===== config.mk =====
export PLATFORM = sky130hd
export DESIGN_NAME = ptc_press
export DESIGN_NICKNAME = d
export VERILOG_FILES = /design/src/rtl/core/ptc_pkg.sv /design/src/rtl/core/ptc_press.sv
export SDC_FILE = /design/constraint.sdc
export NUM_CORES = 2
export LEC_CHECK = 0
export ABC_AREA = 1
export BUFFER_PORTS_ARGS = -buffer_cell sky130_fd_sc_hd__buf_2
export CAP_MARGIN = 20
export CORE_MARGIN = 4
export CORE_UTILIZATION = 55
export CTS_CLUSTER_DIAMETER = 80
export CTS_CLUSTER_SIZE = 14
export DETAILED_ROUTE_END_ITERATION = 6
export PLACE_DENSITY = 0.73
export SLEW_MARGIN = 10
export SYNTH_ARGS = -nofsm -noshare
export SYNTH_HDL_FRONTEND = slang
export SYNTH_SLANG_ARGS = --single-unit
export TNS_END_PERCENT = 100

===== constraint.sdc =====
create_clock -name i_clk -period 16.3 [get_ports i_clk]
set_input_delay 0.815 -clock i_clk [delete_from_list [all_inputs] [get_ports i_clk]]
set_output_delay 0.815 -clock i_clk [all_outputs]
set_load 0.005 [all_outputs]

===== src/rtl/core/ptc_pkg.sv =====
`default_nettype none

package ptc_pkg;

    localparam int CAL_W    = 16;
    localparam int RAW_W    = 24;
    localparam int CFG_IDX_W = 3;
    localparam int DT_W     = 25;
    localparam int MUL_W    = 42;
    localparam int SQD_W    = 48;
    localparam int TEMP_W   = 19;
    localparam int T2_W     = 17;
    localparam int WIDE_W   = 40;
    localparam int SQ_W     = 36;
    localparam int TC_W     = 21;
    localparam int TOUT_W   = 15;
    localparam int POUT_W   = 17;

    localparam logic [CFG_IDX_W-1:0] CFG_PRESSURE_SENSITIVITY   = 3'd0;
    localparam logic [CFG_IDX_W-1:0] CFG_PRESSURE_OFFSET        = 3'd1;
    localparam logic [CFG_IDX_W-1:0] CFG_SENSITIVITY_TEMP_COEFF = 3'd2;
    localparam logic [CFG_IDX_W-1:0] CFG_OFFSET_TEMP_COEFF      = 3'd3;
    localparam logic [CFG_IDX_W-1:0] CFG_REFERENCE_TEMPERATURE  = 3'd4;
    localparam logic [CFG_IDX_W-1:0] CFG_TEMPERATURE_SLOPE      = 3'd5;

    localparam logic signed [TEMP_W-1:0] TEMP_BASE  = 19'sd2000;
    localparam logic signed [TEMP_W-1:0] TEMP_VLOW  = -19'sd1500;
    localparam logic signed [TC_W-1:0]   TEMP_MIN   = -21'sd4000;
    localparam logic signed [TC_W-1:0]   TEMP_MAX   = 21'sd8500;
    localparam logic signed [30:0]       PRESS_MIN  = 31'sd1000;
    localparam logic signed [30:0]       PRESS_MAX  = 31'sd120000;

    typedef struct packed {
        logic [CAL_W-1:0] c1;
        logic [CAL_W-1:0] c2;
        logic [CAL_W-1:0] c3;
        logic [CAL_W-1:0] c4;
        logic [CAL_W-1:0] c5;
        logic [CAL_W-1:0] c6;
    } t_cal;

    typedef struct packed {
        logic signed [TEMP_W-1:0] temp;
        logic signed [WIDE_W-1:0] off;
        logic signed [WIDE_W-1:0] sens;
        logic [T2_W-1:0]          t2;
        logic [RAW_W-1:0]         d1;
    } t_first;

    typedef struct packed {
        logic signed [TC_W-1:0]   temp;
        logic signed [WIDE_W-1:0] off;
        logic signed [WIDE_W-1:0] sens;
        logic [RAW_W-1:0]         d1;
    } t_corr;

endpackage

`default_nettype wire


===== src/rtl/core/ptc_press.sv =====
`default_nettype none

module ptc_press (
    input  wire logic                       i_clk,
    input  wire logic                       i_rst_n,
    input  wire logic                       i_en,
    input  wire logic                       i_vld,
    input  wire ptc_pkg::t_corr             i_data,
    output logic                            o_vld,
    output logic [ptc_pkg::TOUT_W-1:0]      o_temp,
    output logic [ptc_pkg::POUT_W-1:0]      o_press,
    output logic                            o_clamped
);
    import ptc_pkg::*;

    localparam int PH_W   = 45;
    localparam int PL_W   = 44;
    localparam int PROD_W = 65;
    localparam int X_W    = PROD_W - 21;
    localparam int Y_W    = 46;
    localparam int P_W    = Y_W - 15;

    // stage 6: partial products, temperature saturation
    logic                      r_vld6;
    logic signed [PH_W-1:0]    r_ph;
    logic [PL_W-1:0]           r_pl;
    logic signed [WIDE_W-1:0]  r_off6;
    logic [TOUT_W-1:0]         r_t6;
    logic                      r_tc6;
    logic signed [PH_W-1:0]    n_ph;
    logic [TOUT_W-1:0]         n_t6;
    logic                      n_tc6;

    // stage 7: sum and offset
    logic                      r_vld7;
    logic signed [Y_W-1:0]     r_y;
    logic [TOUT_W-1:0]         r_t7;
    logic                      r_tc7;
    logic signed [PROD_W-1:0]  w_prod;
    logic signed [PROD_W-1:0]  w_pb;
    logic signed [PROD_W-1:0]  w_x;

    // stage 8: scale, saturate, output register
    logic                      r_vld8;
    logic [TOUT_W-1:0]         r_t8;
    logic [POUT_W-1:0]         r_p8;
    logic                      r_c8;
    logic signed [Y_W-1:0]     w_yb;
    logic signed [Y_W-1:0]     w_yq;
    logic signed [P_W-1:0]     w_p;
    logic [POUT_W-1:0]         n_p8;
    logic                      n_pc;

    assign n_ph = PH_W'($signed({1'b0, i_data.d1})) * PH_W'($signed(i_data.sens[WIDE_W-1:20]));

    always_comb begin
        n_tc6 = 1'b0;
        n_t6  = i_data.temp[TOUT_W-1:0];
        if (i_data.temp < TEMP_MIN) begin
            n_t6  = TEMP_MIN[TOUT_W-1:0];
            n_tc6 = 1'b1;
        end
        if (i_data.temp > TEMP_MAX) begin
            n_t6  = TEMP_MAX[TOUT_W-1:0];
            n_tc6 = 1'b1;
        end
    end

    assign w_prod = $signed({r_ph, 20'd0}) + $signed({21'd0, r_pl});
    assign w_pb   = w_prod + $signed({{(PROD_W-21){1'b0}}, {21{w_prod[PROD_W-1]}}});
    assign w_x    = w_pb >>> 21;

    assign w_yb = r_y + $signed({{(Y_W-15){1'b0}}, {15{r_y[Y_W-1]}}});
    assign w_yq = w_yb >>> 15;
    assign w_p  = w_yq[P_W-1:0];

    always_comb begin
        n_pc = 1'b0;
        n_p8 = w_p[POUT_W-1:0];
        if (w_p < PRESS_MIN) begin
            n_p8 = PRESS_MIN[POUT_W-1:0];
            n_pc = 1'b1;
        end
        if (w_p > PRESS_MAX) begin
            n_p8 = PRESS_MAX[POUT_W-1:0];
            n_pc = 1'b1;
        end
    end

    always_ff @(posedge i_clk) begin
        if (!i_rst_n) begin
            r_vld6 <= 1'b0;
            r_vld7 <= 1'b0;
            r_vld8 <= 1'b0;
        end else if (i_en) begin
            r_vld6 <= i_vld;
            r_vld7 <= r_vld6;
            r_vld8 <= r_vld7;
        end
    end

    always_ff @(posedge i_clk) begin
        if (i_en) begin
            r_ph   <= n_ph;
            r_pl   <= PL_W'(i_data.d1) * PL_W'(i_data.sens[19:0]);
            r_off6 <= i_data.off;
            r_t6   <= n_t6;
            r_tc6  <= n_tc6;
            r_y    <= Y_W'($signed(w_x[X_W-1:0])) - Y_W'(r_off6);
            r_t7   <= r_t6;
            r_tc7  <= r_tc6;
            r_t8   <= r_t7;
            r_p8   <= n_p8;
            r_c8   <= r_tc7 | n_pc;
        end
    end

    assign o_vld     = r_vld8;
    assign o_temp    = r_t8;
    assign o_press   = r_p8;
    assign o_clamped = r_c8;

endmodule

`default_nettype wire


# Word level (Yosys, flattened, before mapping)
# Index checks and enable logic that the tools add are counted.
[classes]
addsub = 4
mux = 5
reduce_logical = 2
magnitude_cmp = 4
mul = 2
bitwise = 1
[op_table]
columns = ["operator", "n"]
rows = [
  ["$add A65 B22 Y65", 1],
  ["$add A65 B45 Y65", 1],
  ["$add A46 B16 Y46", 1],
  ["$mul A25 B20 Y45", 1],
  ["$sub A44 B40 Y45", 1],
  ["$mul A24 B20 Y44", 1],
  ["$gt A31 B18 Y1 const B", 1],
  ["$lt A31 B11 Y1 const B", 1],
  ["$gt A21 B15 Y1 const B", 1],
  ["$lt A21 B13 Y1 const B", 1],
  ["$mux W17", 1],
  ["$mux W15", 1],
  ["$reduce_or A2 Y1", 2],
  ["$mux W1", 3],
  ["$or A1 B1 Y1", 1],
]
[word_totals]
wordCells = 34
reg_bits = 243
out_inout_bits = 34
inputBits = 129

# Depth between registers and ports, before layout
[depth]
word_depth = 5
ltp_mapped = 44
depth_no_buf = 44

# Worst setup path before layout
# No wires, ideal clock.
[synth_timing]
kind = "input to register"
from = "in i_data[34] in the netlist's numbering"
to = "reg r_pl[32] (data pin)"
arrival_ns = 6.515
setup_slack_ns = 9.527
setup_ns = 0.258
stages = 25
t_required_ns = 16.042
path_cell_list = "clkbuf_1 nand2_1 fa_1 inv_1 fa_1 inv_1 fa_1 inv_1 fa_1 inv_1 fa_1 inv_1 fa_1 fa_1 ha_1 nand2_1 nor2_1 inv_1 nor3_1 a21oi_1 o21ai_0 nand2_1 nand2_1 a21oi_1 xnor2_1"
[synth_between]
elab_chain_len = 1
[synth_lines]
columns = ["item", "line_no", "text"]
rows = [
  ["start, declared", "ptc_press.sv:8", "input wire ptc_pkg::t_corr i_data,"],
  ["$mul A24 B20 Y44", "ptc_press.sv:105", "r_pl <= PL_W'(i_data.d1) * PL_W'(i_data.sens[19:0]);"],
  ["end signal, assigned", "ptc_press.sv:105", ""],
  ["end, declared", "ptc_press.sv:26", "logic [PL_W-1:0] r_pl;"],
]
# No other way between the ends.
# A chain may end at the register's enable or synchronous reset.

# Worst setup path after layout
[layout_timing]
from = "in i_data[11] in the netlist's numbering"
to = "reg r_pl[26] (data pin)"
# Same word-level chain as after synthesis.

==> results.ini <==
[outcome]
status = finished clean

[global_route]
antenna_found_initial = 0
grt.overflow.total = 0
grt_pass1_wl_um = 221000
grt_pass1_vias = 41870
grt_max_degree = 89
grt_util_all_layers_pct = 29.6

[sta]
fin_crit_sh_pct = 45.3
fin_skew_ns = 0.0321
fmax_mhz = 135
tns_ns = 0
maxSlewViolCount = 0
setup_viol = 0
rsz0062_at_grt = false
period_minus_slack_ns = 7.39
worst_pin_slew_ns = 1.13
hold_viol_final = 0
slew_headroom_pct = 25.0

[yosys]
synth.area.top_cells = fa_1 (32%), edfxtp_1 (15%), nand2_1 (13%)
synth-seq-cells = 242
synth.top_cell.area_share_pct = 32.0
synth_area_per_cell_sq_um = 7.83
yosys.area.top_type = fa_1
synth_area_sq_um = 49200
synth_cell_types = 52
synthCells = 6286
synth_nets = 7639
ys_seq_area_share_pct = 14.7
yosysWarnings = 0

[final_layout]
final_common_cell = nand2_1
n_antenna_cell = 0
syn_to_final_growth_pct = 4.65
regArea_sq_um = 7240
multi_input_comb_area_sq_um = 35300
final_nets = 7653
n_fill_cell = 8150
final_cell_mix = nand2_1 (1676), inv_1 (1588), fa_1 (787)
drive_gt1_share_pct = 4.71

[place]
port_buffers = 162
place.gp.congestion = 0.978
place_hpwl_um = 109000

[die]
floorplan.initialDensity_pct = 55.6
die_w_um = 307
rows = 109
pin_count = 163
dieArea_sq_um = 94300
die_h_um = 307
coreArea_sq_um = 88500

[routing]
drtPass1Iterations = 6
via_per_inst = 5.42
avgRoutedWirePerCell_um = 18.4
num_vias = 40519
drt.antenna.violating_nets = 0
drt_iter0_drc = 3124
totalWireLength_um = 138000
post-route-drc-count = 0

[clock_tree]
worstSkewPairLatency_ns = 0.55
post_cts_buffers = 0
cts_sinks = 242
cts-resized-gates = 0
clk_path_buf_depth = 3
h-tree-depth = 1
cts_hold_buffers = 0
cts_tree = done
clk_pin_slew_ns = 0.06
numCtsBuffers = 21
clock-root-buffer = clkbuf_16

[critical_path]
cp.required_ns = 16.61
start_kind = primary input
crit_arrival_ns = 7.70
worstSetupPathType = primary input to register
end_kind = register
path_max_fanout = 40

[worst_hold_path]
hp-class = register to register

[flow_run]
drv_cap = 0

critical path: stages:
cell	delay, ns
buf_2	0.80
nand2_1	0.19
fa_1	0.59
inv_1	0.06
fa_1	0.53
inv_1	0.06
fa_1	0.50
inv_1	0.05
fa_1	0.48
inv_1	0.06
fa_1	0.53
inv_1	0.06
fa_1	0.50
fa_1	0.49
ha_1	0.40
a21oi_1	0.18
inv_1	0.08
a31oi_1	0.25
o221ai_1	0.21
a21oi_1	0.30
o21ai_0	0.20
xor2_1	0.33
cell type report:
type,count,area share (%)
Sequential cell,242,14.1
Tap cell,1165,2.83
Inverter,1595,11.6
Multi-Input combinational cell,4269,68.5
Clock buffer,27,1.08
Timing Repair Buffer,171,1.73
Clock inverter,3,0.134
per-stage QoR:
step,hold slack (ns),instances,setup slack [ns],util (%),cell area (sq um)
2_1_floorplan,0.400,6286,9.53,-,49200
3_3_place_gp,0.400,7442,8.43,57.5,50900
3_5_place_dp,0.405,7442,8.42,57.5,50900
4_1_cts,0.407,7472,8.99,58.2,51500
5_1_grt,0.421,7472,8.38,58.2,51500
6_report,0.418,7472,8.91,58.2,51500
kinds of logic (layout without fill, tap and decap cells):
family | after synthesis | after routing | share of synthesized area [%]
simple gates | 2396 | 2396 | 20.0
buf+inv | 1775 | 1796 | 13.6
fa+ha+maj | 1224 | 1224 | 43.1
flops | 242 | 242 | 14.7
compound gates | 471 | 471 | 5.38
xor+xnor | 178 | 178 | 3.20
path summary, 6_finish.rpt:
| check | startpoint | end | slack (ns) | depth (start not counted) |
|---|---|---|---|---|
| worst min register to register | r_tc6 | r_tc7 | 0.42 | 0 |
| worst max-delay path | i_data[11] | r_pl[26] | 8.91 | 22 |
| worst min-delay path | r_tc6 | r_tc7 | 0.42 | 0 |
| worst max register to register | r_pl[34] | r_y[33] | 8.93 | 38 |
registers in the layout, summed over array words and instances (netlist names):
signal,cells
o_clamped,1
o_press,17
o_temp,15
o_vld,1
r_off6,40
r_ph,45
r_pl,44
r_t6,15
r_t7,15
r_tc6,1
r_tc7,1
r_vld6,1
r_vld7,1
r_y,45
cells in the mapped netlist, drive strengths merged:
library cell  number
and2               4
nand2           1700
o211a              2
xor2             119
o31ai              3
a211oi             3
a221oi             1
nand4             53
nor4              23
inv             1595
o221ai             4
and3               7
nand3b            27
fa               787
o41ai              1
o21bai            11
clkbuf           178
nand3            151
dfxtp              3
a31oi             37
or2               27
nor3              43
and3b              1
o21a              23
o21ai            127
xnor2             59
nor2             360
o221a              1
a21boi             7
edfxtp           239
buf                2
o211ai            11
a21oi            230
a21o              10
ha               437
layer usage:
layer	vias to the layer above	part of all wire (%)	GRT usage (%)
met5	-	0	0
met4	0	5.1	12.7
met3	348	7.5	3.88
met2	1664	48	50.8
met1	19700	39	38.0
li1	18807	-	-
Power is not shown: default switching activity piles up to over one toggle a cycle in this logic, so the estimate is an artifact.
