$ cat config.mk
export PLATFORM = sky130hd
export DESIGN_NAME = ptc_second
export DESIGN_NICKNAME = d
export VERILOG_FILES = /design/src/rtl/core/ptc_pkg.sv /design/src/rtl/core/ptc_second.sv
export SDC_FILE = /design/constraint.sdc
export NUM_CORES = 2
export LEC_CHECK = 0
export BUFFER_PORTS_ARGS = -buffer_cell sky130_fd_sc_hd__buf_2
export CAP_MARGIN = 15
export CORE_MARGIN = 1.5
export CORE_UTILIZATION = 63
export CTS_CLUSTER_SIZE = 24
export DETAILED_ROUTE_END_ITERATION = 12
export MAX_ROUTING_LAYER = met4
export PLACE_DENSITY = 0.92
export SLEW_MARGIN = 15
export SYNTH_ARGS = -nofsm -noshare
export SYNTH_HDL_FRONTEND = slang
export SYNTH_SLANG_ARGS = --single-unit
export TNS_END_PERCENT = 20
$ cat constraint.sdc
create_clock -name i_clk -period 18.4 [get_ports i_clk]
set_clock_uncertainty 0.05 [all_clocks]
set_input_delay 3.68 -clock i_clk [delete_from_list [all_inputs] [get_ports i_clk]]
set_output_delay 3.68 -clock i_clk [all_outputs]
set_load 0.05 [all_outputs]
$ cat src/rtl/core/ptc_pkg.sv
`default_nettype none

package ptc_pkg;

    localparam int CAL_W    = 16;
    localparam int RAW_W    = 24;
    localparam int CFG_IDX_W = 3;
    localparam int DT_W     = 25;
    localparam int MUL_W    = 42;
    localparam int SQD_W    = 48;
    localparam int TEMP_W   = 19;
    localparam int T2_W     = 17;
    localparam int WIDE_W   = 40;
    localparam int SQ_W     = 36;
    localparam int TC_W     = 21;
    localparam int TOUT_W   = 15;
    localparam int POUT_W   = 17;

    localparam logic [CFG_IDX_W-1:0] CFG_PRESSURE_SENSITIVITY   = 3'd0;
    localparam logic [CFG_IDX_W-1:0] CFG_PRESSURE_OFFSET        = 3'd1;
    localparam logic [CFG_IDX_W-1:0] CFG_SENSITIVITY_TEMP_COEFF = 3'd2;
    localparam logic [CFG_IDX_W-1:0] CFG_OFFSET_TEMP_COEFF      = 3'd3;
    localparam logic [CFG_IDX_W-1:0] CFG_REFERENCE_TEMPERATURE  = 3'd4;
    localparam logic [CFG_IDX_W-1:0] CFG_TEMPERATURE_SLOPE      = 3'd5;

    localparam logic signed [TEMP_W-1:0] TEMP_BASE  = 19'sd2000;
    localparam logic signed [TEMP_W-1:0] TEMP_VLOW  = -19'sd1500;
    localparam logic signed [TC_W-1:0]   TEMP_MIN   = -21'sd4000;
    localparam logic signed [TC_W-1:0]   TEMP_MAX   = 21'sd8500;
    localparam logic signed [30:0]       PRESS_MIN  = 31'sd1000;
    localparam logic signed [30:0]       PRESS_MAX  = 31'sd120000;

    typedef struct packed {
        logic [CAL_W-1:0] c1;
        logic [CAL_W-1:0] c2;
        logic [CAL_W-1:0] c3;
        logic [CAL_W-1:0] c4;
        logic [CAL_W-1:0] c5;
        logic [CAL_W-1:0] c6;
    } t_cal;

    typedef struct packed {
        logic signed [TEMP_W-1:0] temp;
        logic signed [WIDE_W-1:0] off;
        logic signed [WIDE_W-1:0] sens;
        logic [T2_W-1:0]          t2;
        logic [RAW_W-1:0]         d1;
    } t_first;

    typedef struct packed {
        logic signed [TC_W-1:0]   temp;
        logic signed [WIDE_W-1:0] off;
        logic signed [WIDE_W-1:0] sens;
        logic [RAW_W-1:0]         d1;
    } t_corr;

endpackage

`default_nettype wire

$ cat src/rtl/core/ptc_second.sv
`default_nettype none

module ptc_second (
    input  wire logic            i_clk,
    input  wire logic            i_rst_n,
    input  wire logic            i_en,
    input  wire logic            i_vld,
    input  wire ptc_pkg::t_first i_data,
    output logic                 o_vld,
    output ptc_pkg::t_corr       o_data
);
    import ptc_pkg::*;

    // stage 4: squares and thresholds
    logic                      r_vld4;
    t_first                    r_f;
    logic                      r_low;
    logic                      r_vlow;
    logic [SQ_W-1:0]           r_sq1;
    logic [SQ_W-1:0]           r_sq2;
    logic signed [TEMP_W-1:0]  w_dm;
    logic signed [TEMP_W-1:0]  w_dp;
    logic signed [2*TEMP_W-1:0] n_sq1;
    logic signed [2*TEMP_W-1:0] n_sq2;

    // stage 5: corrected values
    logic                      r_vld5;
    t_corr                     r_out;
    t_corr                     n_out;
    logic [WIDE_W-1:0]         w_off2;
    logic [WIDE_W-1:0]         w_sens2;
    logic [WIDE_W-1:0]         w_a5;
    logic [WIDE_W-1:0]         w_a7;
    logic [WIDE_W-1:0]         w_a11;

    assign w_dm  = i_data.temp - TEMP_BASE;
    assign w_dp  = i_data.temp - TEMP_VLOW;
    assign n_sq1 = (2*TEMP_W)'(w_dm) * (2*TEMP_W)'(w_dm);
    assign n_sq2 = (2*TEMP_W)'(w_dp) * (2*TEMP_W)'(w_dp);

    assign w_a5  = {{(WIDE_W-SQ_W){1'b0}}, r_sq1} * WIDE_W'(5);
    assign w_a7  = {{(WIDE_W-SQ_W){1'b0}}, r_sq2} * WIDE_W'(7);
    assign w_a11 = {{(WIDE_W-SQ_W){1'b0}}, r_sq2} * WIDE_W'(11);

    always_comb begin
        w_off2  = '0;
        w_sens2 = '0;
        if (r_low) begin
            w_off2  = w_a5 >> 1;
            w_sens2 = w_a5 >> 2;
            if (r_vlow) begin
                w_off2  = w_off2 + w_a7;
                w_sens2 = w_sens2 + (w_a11 >> 1);
            end
        end
        n_out.temp = TC_W'(r_f.temp) - (r_low ? $signed({4'd0, r_f.t2}) : '0);
        n_out.off  = r_f.off - $signed(w_off2);
        n_out.sens = r_f.sens - $signed(w_sens2);
        n_out.d1   = r_f.d1;
    end

    always_ff @(posedge i_clk) begin
        if (!i_rst_n) begin
            r_vld4 <= 1'b0;
            r_vld5 <= 1'b0;
        end else if (i_en) begin
            r_vld4 <= i_vld;
            r_vld5 <= r_vld4;
        end
    end

    always_ff @(posedge i_clk) begin
        if (i_en) begin
            r_f    <= i_data;
            r_low  <= (i_data.temp < TEMP_BASE);
            r_vlow <= (i_data.temp < TEMP_VLOW);
            r_sq1  <= n_sq1[SQ_W-1:0];
            r_sq2  <= n_sq2[SQ_W-1:0];
            r_out  <= n_out;
        end
    end

    assign o_vld  = r_vld5;
    assign o_data = r_out;

endmodule

`default_nettype wire

# Yosys cells after proc, flatten, opt, wreduce, memory -nomap -nowiden
# Index checks and enable logic that the tools add are counted.
# classes
addsub,7
n_mul,5
muxes,5
magnitude_cmp,2
# ops
cell,count
$mux W40,4
$sub A40 B40 Y40,2
$mul A36 B3 Y39 const B,2
$mul A19 B19 Y36,2
$add A37 B39 Y40,1
$add A38 B39 Y40,1
$mul A36 B4 Y40 const B,1
$lt A19 B12 Y1 const B,2
$sub A19 B12 Y19 const B,2
$sub A19 B18 Y20,1
$mux W17,1
# totals
input_bits,144
ff_bits,341

# Longest topological paths before layout
# logic_depth
depth_word,5
depth_mapped,37
ltp_nobuf,37

# Worst setup path before layout
# OpenSTA, ideal clock, no wires.
# synth_timing
path_kind,input -> register
start,in i_data[123] in the netlist's numbering
end,reg r_sq2[34] (data pin)
path_stages,33
path_slack_ns,6.421
t_arrival_ns,11.671
required_ns,18.092
n_path_buf,3
path_cell_list,clkbuf_1 > clkinv_1 > clkbuf_1 > ha_1 > inv_1 > a21o_1 > o41ai_1 > xnor2_1 > inv_1 > clkbuf_1 > nand2_1 > fa_1 > fa_1 > inv_1 > fa_1 > inv_1 > fa_1 > inv_1 > fa_1 > fa_1 > ha_1 > ha_1 > a21o_1 > a2111oi_0 > o21ai_0 > a31oi_1 > o2bb2ai_1 > o21ai_1 > o41a_1 > a211oi_1 > o31ai_1 > a21oi_1 > xnor2_1
# synth_via
elab_chain_cells,2
# synth_rtl
item,line_no,rtl
"start, declared",ptc_second.sv:8,"input wire ptc_pkg::t_first i_data,"
$sub A19 B12 Y19,ptc_second.sv:37,assign w_dp = i_data.temp - TEMP_VLOW;
$mul A19 B19 Y36,ptc_second.sv:39,assign n_sq2 = (2*TEMP_W)'(w_dp) * (2*TEMP_W)'(w_dp);
named net n_sq2[34],ptc_second.sv:24,logic signed [2*TEMP_W-1:0] n_sq2;
"end signal, assigned",ptc_second.sv:78,r_sq2 <= n_sq2[SQ_W-1:0];
"end, declared",ptc_second.sv:20,logic [SQ_W-1:0] r_sq2;
# The timed path passes the listed nets, and every way through them passes these cells.
# A chain may end at the register's enable or synchronous reset.

# Final worst setup path
# layout_timing
start,in i_data[125] in the netlist's numbering
end,reg r_sq1[35] (data pin)
# layout_via
elab_chain_cells,2
# layout_rtl
item,line_no,rtl
$sub A19 B12 Y19,ptc_second.sv:36,assign w_dm = i_data.temp - TEMP_BASE;
$mul A19 B19 Y36,ptc_second.sv:38,assign n_sq1 = (2*TEMP_W)'(w_dm) * (2*TEMP_W)'(w_dm);
named net n_sq1[35],ptc_second.sv:23,logic signed [2*TEMP_W-1:0] n_sq1;
"end signal, assigned",ptc_second.sv:77,r_sq1 <= n_sq1[SQ_W-1:0];
"end, declared",ptc_second.sv:19,logic [SQ_W-1:0] r_sq1;
# The timed path passes the listed nets, and every way through them passes these cells.

==> metrics <==
cell taking the most area after synthesis fa_1; area of the multi-input gates 35300 um^2; EDFF count, synth 333; most area-consuming cells after synthesis fa_1, edfxtp_1, ha_1; IO Pins 270; per-cell routed wire length 19.7 um; Die Area 81000 um^2; total CTS buffers 37; distinct cell type count after synthesis 88; Clk Latency, worst-skew pair 0.60 ns; RSZ-0062 raised after global routing no; clk sinks 335; sequential area share after synthesis roughly a fifth; Placer Congestion 0.996; met3 WL 11.3 mm; Worst Max-Slew Pin Slew 1.09 ns; storage element area 10000 um^2; Initial Util between 60 and 70%; most frequent cell on the critical path fa_1; Startpoint Class input pin; status complete, no violations; min-delay worst type reg2reg; Final Cell Area about 54000 um^2; Setup Buffers After CTS 0; Placed Area 52600 um^2; post_cts resized 0; cts hold-fix bufs 0; hpwl dp ~100 mm; top-count cell post-synth inv_1; vias per cell 5.83; TNS Setup 0 ns; Max Freq around 76 MHz; met2 WL post-DR 63.0 mm; total gr overflow 0; CTS H-tree lvls 2; Worst-path clk slew 0.06 ns; die height 285 um; antenna viol nets, final 0; Net count, final 6843; final hold vios 0; Synth-to-Final Area Change 7.87%; commonest cells in the netlist inv_1, fa_1, ha_1, nand2_1, nor2_1; mean post-synth cell area 9.71 um^2; Post-synth ARST share 0%; met1 wire length 47.4 mm; initial DRC count between 3000 and 4000; Initial DRT Pass Iterations 6; leading register cell type out of synthesis edfxtp_1; Worst EP required 18.68 ns; post-route minimum period 13.23 ns; Setup crit end kind flip-flop; final WL 128 mm; critical path class in2reg; Max stage delay on crit path 0.72 ns; final core occ around 68%; Slew HR 27.1%; row count a little over 100; CTS Root Cell clkbuf_16; Vias 37800; layout cells sized above 1 7.53%; setup violators final 0; vias in the first global route 40400; Core Area 78700 um^2; WHS 0.367 ns; Synth top area share a little under a third; Total Routing Usage GR 33.2%; crit share post-route 71.9%; initial antenna violation count 12; # fillers 5647; first-pass GRT wire length 205 mm; CP max stage cell o41ai_1; worst path arrival time 13.51 ns; pin count of the biggest net entering global routing 120; TritonCTS clock tree yes; maximum fanout along the worst path 16; max_cap viols 0; residual DRC count 0; Buffers on Ports 269; Max clock buf depth 3; max layer used met4; mapped cell area 50000 um^2; Syn Inst Count approximately 5100; Synthesis Warnings 0; number of synthesized register bits 335; Horiz. Die Dim between 200 and 300 um; fin. max-slew vios 0
==> cell families (layout without fill, tap and decap cells) <==
logic type	Yosys count	count (layout)	synth area share (%)
AOI/OAI and AO/OA	857	857	11.2
xor gates and xnor gates	318	318	5.57
adders and majority gates	1297	1297	43.8
buffers and inverters	1251	1531	9.40
DFF	335	335	20.1
muxes	14	14	0.298
other	2	17	0.0150
and+or+nand+nor	1073	1073	9.66
==> placed cells by master (no fill, tap or decap), types with 8 or more instances in the layout <==
master / synthesis / layout
xnor2_1: 218 / 217
o211ai_1: 24 / 24
nor2b_1: 30 / 30
or3_1: 19 / 19
a21boi_0: 12 / 12
nand3_1: 56 / 56
buf_4: 1 / 34
diode_2: 0 / 12
nor3_1: 49 / 49
nand4_1: 22 / 22
ha_1: 544 / 544
a31oi_1: 22 / 22
a21oi_1: 246 / 246
xor2_1: 100 / 99
o21ai_0: 161 / 161
a2111oi_0: 8 / 8
and3_1: 39 / 39
and2_1: 42 / 42
o31ai_1: 18 / 18
nand2b_1: 51 / 51
o21a_1: 41 / 41
inv_1: 1149 / 1149
edfxtp_1: 333 / 333
nand2_1: 365 / 365
clkbuf_16: 0 / 37
o21bai_1: 39 / 39
fa_1: 753 / 753
buf_2: 0 / 268
a21o_1: 145 / 145
nor4_1: 8 / 8
a211oi_1: 29 / 29
clkinv_1: 8 / 11
nor2_1: 358 / 358
a211o_1: 9 / 9
==> area by class of cell <==
| type | count | share of cell area (%) |
|---|---|---|
| clock inverter | 28 | 0.671 |
| timing repair buffer | 303 | 2.99 |
| multi-input combinational | 3564 | 65.4 |
| clock buffer | 39 | 1.73 |
| tap | 1050 | 2.44 |
| inverter | 1161 | 8.08 |
| antenna | 12 | 0.0557 |
| sequential | 335 | 18.6 |
==> sequential cells by signal, indices dropped and copies added (netlist names) <==
name and count:
o_vld 1, r_low 1, o_data 124, r_sq1 34, r_vlow 1, n_out 24, r_vld4 1, r_sq2 33
r_f 116
==> layer usage <==
layer | up-vias | global-route usage [%]
met5 | - | -
li1 | 17100 | -
met4 | 0 | 14.1
met1 | 18500 | 39.3
met3 | 409 | 5.18
met2 | 1784 | 56.3
==> metrics by stage <==
stage                     std cells  setup slack, ns
after global placement         6413             5.10
after CTS                      6480             5.40
final                          6492             5.17
after floorplan                5150             6.42
after detailed placement       6413             4.83
after global routing           6490             4.72
==> worst max-delay path: cells and delay by family <==
family,cells,cell delay (ns)
AND/OR/NAND/NOR,6,1.37
XOR/XNOR,1,0.69
AO/OA/AOI/OAI,6,1.71
buffers and inverters,6,1.54
adder cells (fa/ha/maj),9,4.31
multiplexers,1,0.20
==> path summary, 6_finish.rpt <==
path | start | endpoint | slack [ns] | depth (start not counted)
setup reg to reg | r_sq1[2]$_DFFE_PP_ | o_data[102]$_DFFE_PP_ | 9.75 | 35
setup / recovery | i_data[125] | r_sq1[35]$_DFFE_PP_ | 5.17 | 29
hold reg to reg | n_out[11]$_DFFE_PP_ | o_data[11]$_DFFE_PP_ | 0.37 | 0
hold / removal | n_out[11]$_DFFE_PP_ | o_data[11]$_DFFE_PP_ | 0.37 | 0
Power is left out: the tool's default activity adds up to more than one toggle a clock period on the data nets, which glitch-free logic cannot reach.
