===== src/rtl/core/ptc_pkg.sv =====
`default_nettype none

package ptc_pkg;

    localparam int CAL_W    = 16;
    localparam int RAW_W    = 24;
    localparam int CFG_IDX_W = 3;
    localparam int DT_W     = 25;
    localparam int MUL_W    = 42;
    localparam int SQD_W    = 48;
    localparam int TEMP_W   = 19;
    localparam int T2_W     = 17;
    localparam int WIDE_W   = 40;
    localparam int SQ_W     = 36;
    localparam int TC_W     = 21;
    localparam int TOUT_W   = 15;
    localparam int POUT_W   = 17;

    localparam logic [CFG_IDX_W-1:0] CFG_PRESSURE_SENSITIVITY   = 3'd0;
    localparam logic [CFG_IDX_W-1:0] CFG_PRESSURE_OFFSET        = 3'd1;
    localparam logic [CFG_IDX_W-1:0] CFG_SENSITIVITY_TEMP_COEFF = 3'd2;
    localparam logic [CFG_IDX_W-1:0] CFG_OFFSET_TEMP_COEFF      = 3'd3;
    localparam logic [CFG_IDX_W-1:0] CFG_REFERENCE_TEMPERATURE  = 3'd4;
    localparam logic [CFG_IDX_W-1:0] CFG_TEMPERATURE_SLOPE      = 3'd5;

    localparam logic signed [TEMP_W-1:0] TEMP_BASE  = 19'sd2000;
    localparam logic signed [TEMP_W-1:0] TEMP_VLOW  = -19'sd1500;
    localparam logic signed [TC_W-1:0]   TEMP_MIN   = -21'sd4000;
    localparam logic signed [TC_W-1:0]   TEMP_MAX   = 21'sd8500;
    localparam logic signed [30:0]       PRESS_MIN  = 31'sd1000;
    localparam logic signed [30:0]       PRESS_MAX  = 31'sd120000;

    typedef struct packed {
        logic [CAL_W-1:0] c1;
        logic [CAL_W-1:0] c2;
        logic [CAL_W-1:0] c3;
        logic [CAL_W-1:0] c4;
        logic [CAL_W-1:0] c5;
        logic [CAL_W-1:0] c6;
    } t_cal;

    typedef struct packed {
        logic signed [TEMP_W-1:0] temp;
        logic signed [WIDE_W-1:0] off;
        logic signed [WIDE_W-1:0] sens;
        logic [T2_W-1:0]          t2;
        logic [RAW_W-1:0]         d1;
    } t_first;

    typedef struct packed {
        logic signed [TC_W-1:0]   temp;
        logic signed [WIDE_W-1:0] off;
        logic signed [WIDE_W-1:0] sens;
        logic [RAW_W-1:0]         d1;
    } t_corr;

endpackage

`default_nettype wire


===== src/rtl/core/ptc_front.sv =====
`default_nettype none

module ptc_front (
    input  wire logic                     i_clk,
    input  wire logic                     i_rst_n,
    input  wire logic                     i_en,
    input  wire logic                     i_vld,
    input  wire ptc_pkg::t_cal            i_cal,
    input  wire logic [ptc_pkg::RAW_W-1:0] i_d1,
    input  wire logic [ptc_pkg::RAW_W-1:0] i_d2,
    output logic                          o_vld,
    output ptc_pkg::t_first               o_data
);
    import ptc_pkg::*;

    // stage 1: temperature difference
    logic                     r_vld1;
    logic signed [DT_W-1:0]   r_dt;
    logic [RAW_W-1:0]         r_d1_1;
    logic signed [DT_W-1:0]   n_dt;

    // stage 2: products
    logic                     r_vld2;
    logic signed [MUL_W-1:0]  r_dtc6;
    logic signed [MUL_W-1:0]  r_c4dt;
    logic signed [MUL_W-1:0]  r_c3dt;
    logic [SQD_W-1:0]         r_dtsq;
    logic [RAW_W-1:0]         r_d1_2;
    logic signed [MUL_W-1:0]  n_dtc6;
    logic signed [MUL_W-1:0]  n_c4dt;
    logic signed [MUL_W-1:0]  n_c3dt;
    logic signed [SQD_W-1:0]  n_dtsq;

    // stage 3: first-order values
    logic                     r_vld3;
    t_first                   r_out;
    t_first                   n_out;
    logic signed [MUL_W-1:0]  w_b6;
    logic signed [MUL_W-1:0]  w_b4;
    logic signed [MUL_W-1:0]  w_b3;
    logic signed [MUL_W-1:0]  w_q6;
    logic signed [MUL_W-1:0]  w_q4;
    logic signed [MUL_W-1:0]  w_q3;

    function automatic logic [31:0] c2_shift(input logic [CAL_W-1:0] c);
        c2_shift = {c, 16'd0};
    endfunction

    assign n_dt = $signed({1'b0, i_d2}) - $signed({1'b0, i_cal.c5, 8'd0});

    assign n_dtc6 = MUL_W'(r_dt) * MUL_W'($signed({1'b0, i_cal.c6}));
    assign n_c4dt = MUL_W'(r_dt) * MUL_W'($signed({1'b0, i_cal.c4}));
    assign n_c3dt = MUL_W'(r_dt) * MUL_W'($signed({1'b0, i_cal.c3}));
    assign n_dtsq = SQD_W'(r_dt) * SQD_W'(r_dt);

    // divide by 2^k with truncation toward zero
    assign w_b6 = r_dtc6 + $signed({{(MUL_W-23){1'b0}}, {23{r_dtc6[MUL_W-1]}}});
    assign w_b4 = r_c4dt + $signed({{(MUL_W-7){1'b0}}, {7{r_c4dt[MUL_W-1]}}});
    assign w_b3 = r_c3dt + $signed({{(MUL_W-8){1'b0}}, {8{r_c3dt[MUL_W-1]}}});
    assign w_q6 = w_b6 >>> 23;
    assign w_q4 = w_b4 >>> 7;
    assign w_q3 = w_b3 >>> 8;

    always_comb begin
        n_out.temp = TEMP_BASE + w_q6[TEMP_W-1:0];
        n_out.off  = $signed({8'd0, c2_shift(i_cal.c2)}) + w_q4[WIDE_W-1:0];
        n_out.sens = $signed({9'd0, i_cal.c1, 15'd0}) + w_q3[WIDE_W-1:0];
        n_out.t2   = r_dtsq[47:31];
        n_out.d1   = r_d1_2;
    end

    always_ff @(posedge i_clk) begin
        if (!i_rst_n) begin
            r_vld1 <= 1'b0;
            r_vld2 <= 1'b0;
            r_vld3 <= 1'b0;
        end else if (i_en) begin
            r_vld1 <= i_vld;
            r_vld2 <= r_vld1;
            r_vld3 <= r_vld2;
        end
    end

    always_ff @(posedge i_clk) begin
        if (i_en) begin
            r_dt   <= n_dt;
            r_d1_1 <= i_d1;
            r_dtc6 <= n_dtc6;
            r_c4dt <= n_c4dt;
            r_c3dt <= n_c3dt;
            r_dtsq <= n_dtsq;
            r_d1_2 <= r_d1_1;
            r_out  <= n_out;
        end
    end

    assign o_vld  = r_vld3;
    assign o_data = r_out;

endmodule

`default_nettype wire


===== config.mk =====
export PLATFORM = sky130hd
export DESIGN_NAME = ptc_front
export DESIGN_NICKNAME = d
export VERILOG_FILES = /design/src/rtl/core/ptc_pkg.sv /design/src/rtl/core/ptc_front.sv
export SDC_FILE = /design/constraint.sdc
export NUM_CORES = 2
export LEC_CHECK = 0
export BUFFER_PORTS_ARGS = -buffer_cell sky130_fd_sc_hd__buf_2
export CAP_MARGIN = 30
export CORE_AREA = 3 3 560 562
export DETAILED_ROUTE_END_ITERATION = 10
export DIE_AREA = 0 0 563 565
export GPL_ROUTABILITY_DRIVEN = 0
export GPL_TIMING_DRIVEN = 0
export HOLD_SLACK_MARGIN = 0.05
export REMOVE_ABC_BUFFERS = 1
export SLEW_MARGIN = 20
export SYNTH_ARGS = -nofsm -noshare
export SYNTH_HDL_FRONTEND = slang
export SYNTH_SLANG_ARGS = --single-unit

===== constraint.sdc =====
create_clock -name i_clk -period 10.8 [get_ports i_clk]
set_clock_uncertainty 0.15 [all_clocks]
set_input_delay 3.24 -clock i_clk [delete_from_list [all_inputs] [get_ports i_clk]]
set_output_delay 3.24 -clock i_clk [all_outputs]
set_load 0.05 [all_outputs]

# ---- After elaboration in Yosys (flattened, before gate mapping)
# Index checks and enable logic that the tools add are counted.
dict set report word_totals {
  ff_bits 390
  latchBits 0
  mem_bits_rw 0
  mem_bits_ro 0
  inputBits 148
  output_inout_bits 141
  memories 0
}
dict set report op_classes {
  n_addsub 7
  multipliers 4
  div_mod_pow 0
  order_cmp 0
  n_eq_ne 0
  shifts 0
  muxes 0
  n_bitwise 0
  n_reduce_logical 0
}
# cell n
set ops {}
lappend ops {{$mul 25x17->42} 3}
lappend ops {{$mul 25x25->48} 1}
lappend ops {{$add 42x24->42} 1}
lappend ops {{$add 42x8->42} 1}
lappend ops {{$add 42x9->42} 1}
lappend ops {{$add 33x35->36} 1}
lappend ops {{$add 32x34->35} 1}
lappend ops {{$sub 24x24->25} 1}
lappend ops {{$add 11x19->19 const A} 1}

# ---- Depth between registers and ports, before layout
dict set report logic_depth {
  word_depth 2
  depth_mapped 29
}

# ---- Worst setup path after synthesis
# Ideal clock, no wire load.
dict set report synth_path {
  path_kind {input to register}
  startpoint {input i_cal[37] (netlist name)}
  endpoint {register r_c4dt[41], data pin}
  setup_ns 0.266
  t_arrival_ns 9.227
  t_required_ns 10.384
  slack_ns 1.156
  stages 25
  path_buffers 2
  cell_sequence {clkbuf_1 clkbuf_1 nand2_1 fa_1 inv_1 fa_1 inv_1 fa_1 inv_1 fa_1 inv_1 fa_1 inv_1 fa_1 ha_1 a21oi_1 o21ai_0 a2111oi_0 a21o_1 a211oi_1 o2111ai_1 a31oi_1 a41oi_2 mux2i_1 nand4_1}
}
dict set report synth_between {
  elab_chain_len 1
}
# element line_no
set synth_lines {}
lappend synth_lines {{start: declaration} ptc_front.sv:8} ;# input wire ptc_pkg::t_cal i_cal,
lappend synth_lines {{$mul 25x17->42} ptc_front.sv:52} ;# assign n_c4dt = MUL_W'(r_dt) * MUL_W'($signed({1'b0, i_cal.c4}));
lappend synth_lines {{net n_c4dt[41]} ptc_front.sv:30} ;# logic signed [MUL_W-1:0] n_c4dt;
lappend synth_lines {{end signal: assignment} ptc_front.sv:89} ;# r_c4dt <= n_c4dt;
lappend synth_lines {{end: declaration} ptc_front.sv:25} ;# logic signed [MUL_W-1:0] r_c4dt;
# The timed path passes the listed nets, and every way through them passes these cells.
# A chain may end at the register's enable or synchronous reset.

# ---- Worst setup path in the final report
dict set report layout_path {
  startpoint {input i_cal[50] (netlist name)}
  endpoint {register r_c3dt[41], data pin}
}
dict set report layout_between {
  elab_chain_len 1
}
# element line_no
set layout_lines {}
lappend layout_lines {{$mul 25x17->42} ptc_front.sv:53} ;# assign n_c3dt = MUL_W'(r_dt) * MUL_W'($signed({1'b0, i_cal.c3}));
lappend layout_lines {{net n_c3dt[41]} ptc_front.sv:31} ;# logic signed [MUL_W-1:0] n_c3dt;
lappend layout_lines {{end signal: assignment} ptc_front.sv:90} ;# r_c3dt <= n_c3dt;
lappend layout_lines {{end: declaration} ptc_front.sv:26} ;# logic signed [MUL_W-1:0] r_c3dt;
# The timed path passes the listed nets, and every way through them passes these cells.

==> flow_metrics.tcl <==
set metrics [dict create \
    nets 10450 \
    regArea_um2 10480 \
    yosysMostFrequentCell "inv_1" \
    dieArea_um2 318100 \
    r2r_slack_ns 1.66 \
    cts.htree.levels 2 \
    final_core_util_pct 28.07 \
    async_flop_share_pct 0 \
    final_max_slew_viol_count 0 \
    grt_max_degree 99 \
    multiInputGateArea_um2 57710 \
    grt_usage_pct 11.98 \
    drc 0 \
    drt_iter0_markers 2218 \
    synth_area_leaders "fa_1 46%, edfxtp_1 14%, inv_1 10%, ha_1 8.7%, and2_1 4.9%" \
    r2r_start "r_dt[1]" \
    cts_setup_buffers 0 \
    synth_xor_xnor_area_share_pct 3.132 \
    r2r_end "r_dtsq[46]" \
    first_global_vias 55980 \
    holdPathEnd "r_d1_2[3]" \
    syn-cell-area_um2 77180 \
    clockBufferDepth 3 \
    tritoncts "done" \
    fp.dieH_um 565 \
    synth-edff-count 347 \
    seq_area_frac_synth_pct 13.58 \
    drt-total-wl_um 183300 \
    dp_hpwl_um 154700 \
    coreArea_um2 308800 \
    io_pins 289 \
    numClockSinks 350 \
    avgSynthCellArea_um2 9.841 \
    status "completed" \
    yosys.area_share.simple_pct 12.65 \
    fillers 32520 \
    antenna_found_initial 19 \
    floorplan.rows 204 \
    area_delta_synth_final_pct 12.33 \
    synthMuxAreaShare_pct 0.1054 \
    synth_common_cells "2059 x inv_1, 1766 x fa_1, 974 x nand2_1" \
    wl_per_cell_um 15.08 \
    drt-pass1-iter-count 6 \
    crit_type "in2reg" \
    root_buffer "clkbuf_16" \
    clk_pin_slew_ns 0.06 \
    ys_warn_count 0 \
    overflow 0 \
    io_buffers 288 \
    worst_slew_pin_slew_ns 0.9198 \
    startpoint_type "input port" \
    max_cap_viol_count 0 \
    worstHoldStart "r_d1_1[3]" \
    rsz0062_at_grt "false" \
    cts_resized 0 \
    hold_depth 0 \
    min-delay-path-class "reg2reg" \
    synth_cell_types 79 \
    ys_ff_latch 350 \
    hold_violations 0 \
    synth_flop_cell "edfxtp_1" \
    initial_core_util_pct 24.99 \
    antenna_left 0 \
    dieWidth_um 563 \
    cp-end-kind "flop" \
    synthCells 7842 \
    cp.arrival_ns 10.17 \
    fin_crit_sh_pct 91.70 \
    synth.top_cell.area_share_pct 45.81 \
    required_ns 11.06 \
    final-setup-viol-count 0 \
    max_freq_ghz 0.1010 \
    synth_fa_ha_area_share_pct 54.55 \
    post_drt_via_cell_ratio 4.169 \
    fin_crit_ns 9.904 \
    insertion_delay_ns 0.71 \
    hold_buffers 0 \
    slew_headroom_pct 37.09 \
    numCtsBuffers 48 \
    synth_top_family_by_area "adder cells" \
    synth_compound_area_share_pct 4.334 \
    routed-via-count 50680 \
    synth_top_area_cell "fa_1" \
    grt_pass1_wl_um 305100 \
    drive_above_1_share_pct 6.785 \
    reg2regPathDepth 27 \
    worstPathMaxFanout 25 \
]
[final cells by class]
cell class	count	share of cell area, %
timing repair buffer	429	4.605
inverter	2059	8.915
clock inverter	35	0.4532
multi-input combinational	5106	66.57
tap	4120	5.946
clock buffer	54	1.412
sequential	350	12.09
antenna	3	0.008660
[cells by family after synthesis]
logic type               count (synthesis)
flip-flops                             350
multiplexers                             8
AO/OA/AOI/OAI                          504
AND/OR/NAND/NOR                       2013
XOR/XNOR                               276
buffers and inverters                 2386
adder cells (fa/ha/maj)               2305
[metrics by stage]
stage / setup slack (ns) / cell area [µm²] / setup TNS [ns] / instances / hold WS [ns]
2_1_floorplan: 1.554 / 75910 / 0 / 7515 / 0.2503
3_3_place_gp: -2.488 / 82510 / -32.46 / 11920 / 0.2501
3_5_place_dp: 0.2862 / 85060 / 0 / 12060 / 0.2545
4_1_cts: 1.069 / 86670 / 0 / 12150 / 0.2648
5_1_grt: 0.6331 / 86690 / 0 / 12150 / 0.2660
6_report: 0.8964 / 86690 / 0 / 12160 / 0.2614
[worst max-delay path by stage]
stage | start | end | slack [ns] | cells after the start
after floorplan | i_cal[34] | r_c4dt[41] | 1.55 | 23
after global placement | r_dt[4] | r_dtsq[46] | -2.49 | 24
after detailed placement | i_cal[50] | r_c3dt[41] | 0.29 | 22
after CTS | i_cal[50] | r_c3dt[41] | 1.07 | 22
after global routing | i_cal[50] | r_c3dt[41] | 0.63 | 22
final | i_cal[50] | r_c3dt[41] | 0.90 | 22
[cells in the final DEF, fill, tap and decap left out, drive strengths merged, types with 68 or more instances in the layout]
cell type | synthesis | routed
xor2 | 73 | 73
buf | 12 | 427
o21ai | 68 | 68
a21oi | 156 | 156
edfxtp | 347 | 347
nor2 | 150 | 150
a21o | 77 | 77
fa | 1766 | 1766
inv | 2059 | 2067
nand2 | 974 | 974
xnor2 | 203 | 203
and2 | 609 | 609
ha | 539 | 539
[registers in the layout, indices dropped and copies added (netlist names)]
name / cells
r_vld1: 1
r_d1_1: 24
o_vld: 1
r_dtc6: 42
r_d1_2: 24
r_vld2: 1
r_c4dt: 42
r_dt: 25
r_c3dt: 42
r_dtsq: 17
o_data: 131
[per-layer routing]
metal / part of all wire, % / GRT usage, % / wire, µm / vias up
li1: - / - / - / 23440
met1: 45 / 16.23 / 83120 / 26060
met2: 48 / 20.53 / 88710 / 974
met3: 4.4 / 1.524 / 8148 / 186
met4: 1.8 / 2.361 / 3211 / 12
met5: 0.042 / 0 / 77 / -
[critical path, stage by stage]
cell and delay (ns):
buf_2 0.49, nand2_1 0.20, inv_1 0.16, fa_1 0.51, fa_1 0.87, inv_1 0.11, fa_1 0.47, fa_1 0.56
fa_1 0.43, fa_1 0.49, inv_1 0.04, ha_1 0.33, o21a_1 0.13, nor2_1 0.35, or3_1 0.17, a2bb2oi_1 0.21
o211ai_1 0.27, o31ai_2 0.47, o211a_1 0.26, o21bai_1 0.08, a21oi_1 0.17, xnor2_1 0.13
Power is left out: the tool's default activity adds up to more than one toggle a clock period on the data nets, which glitch-free logic cannot reach.
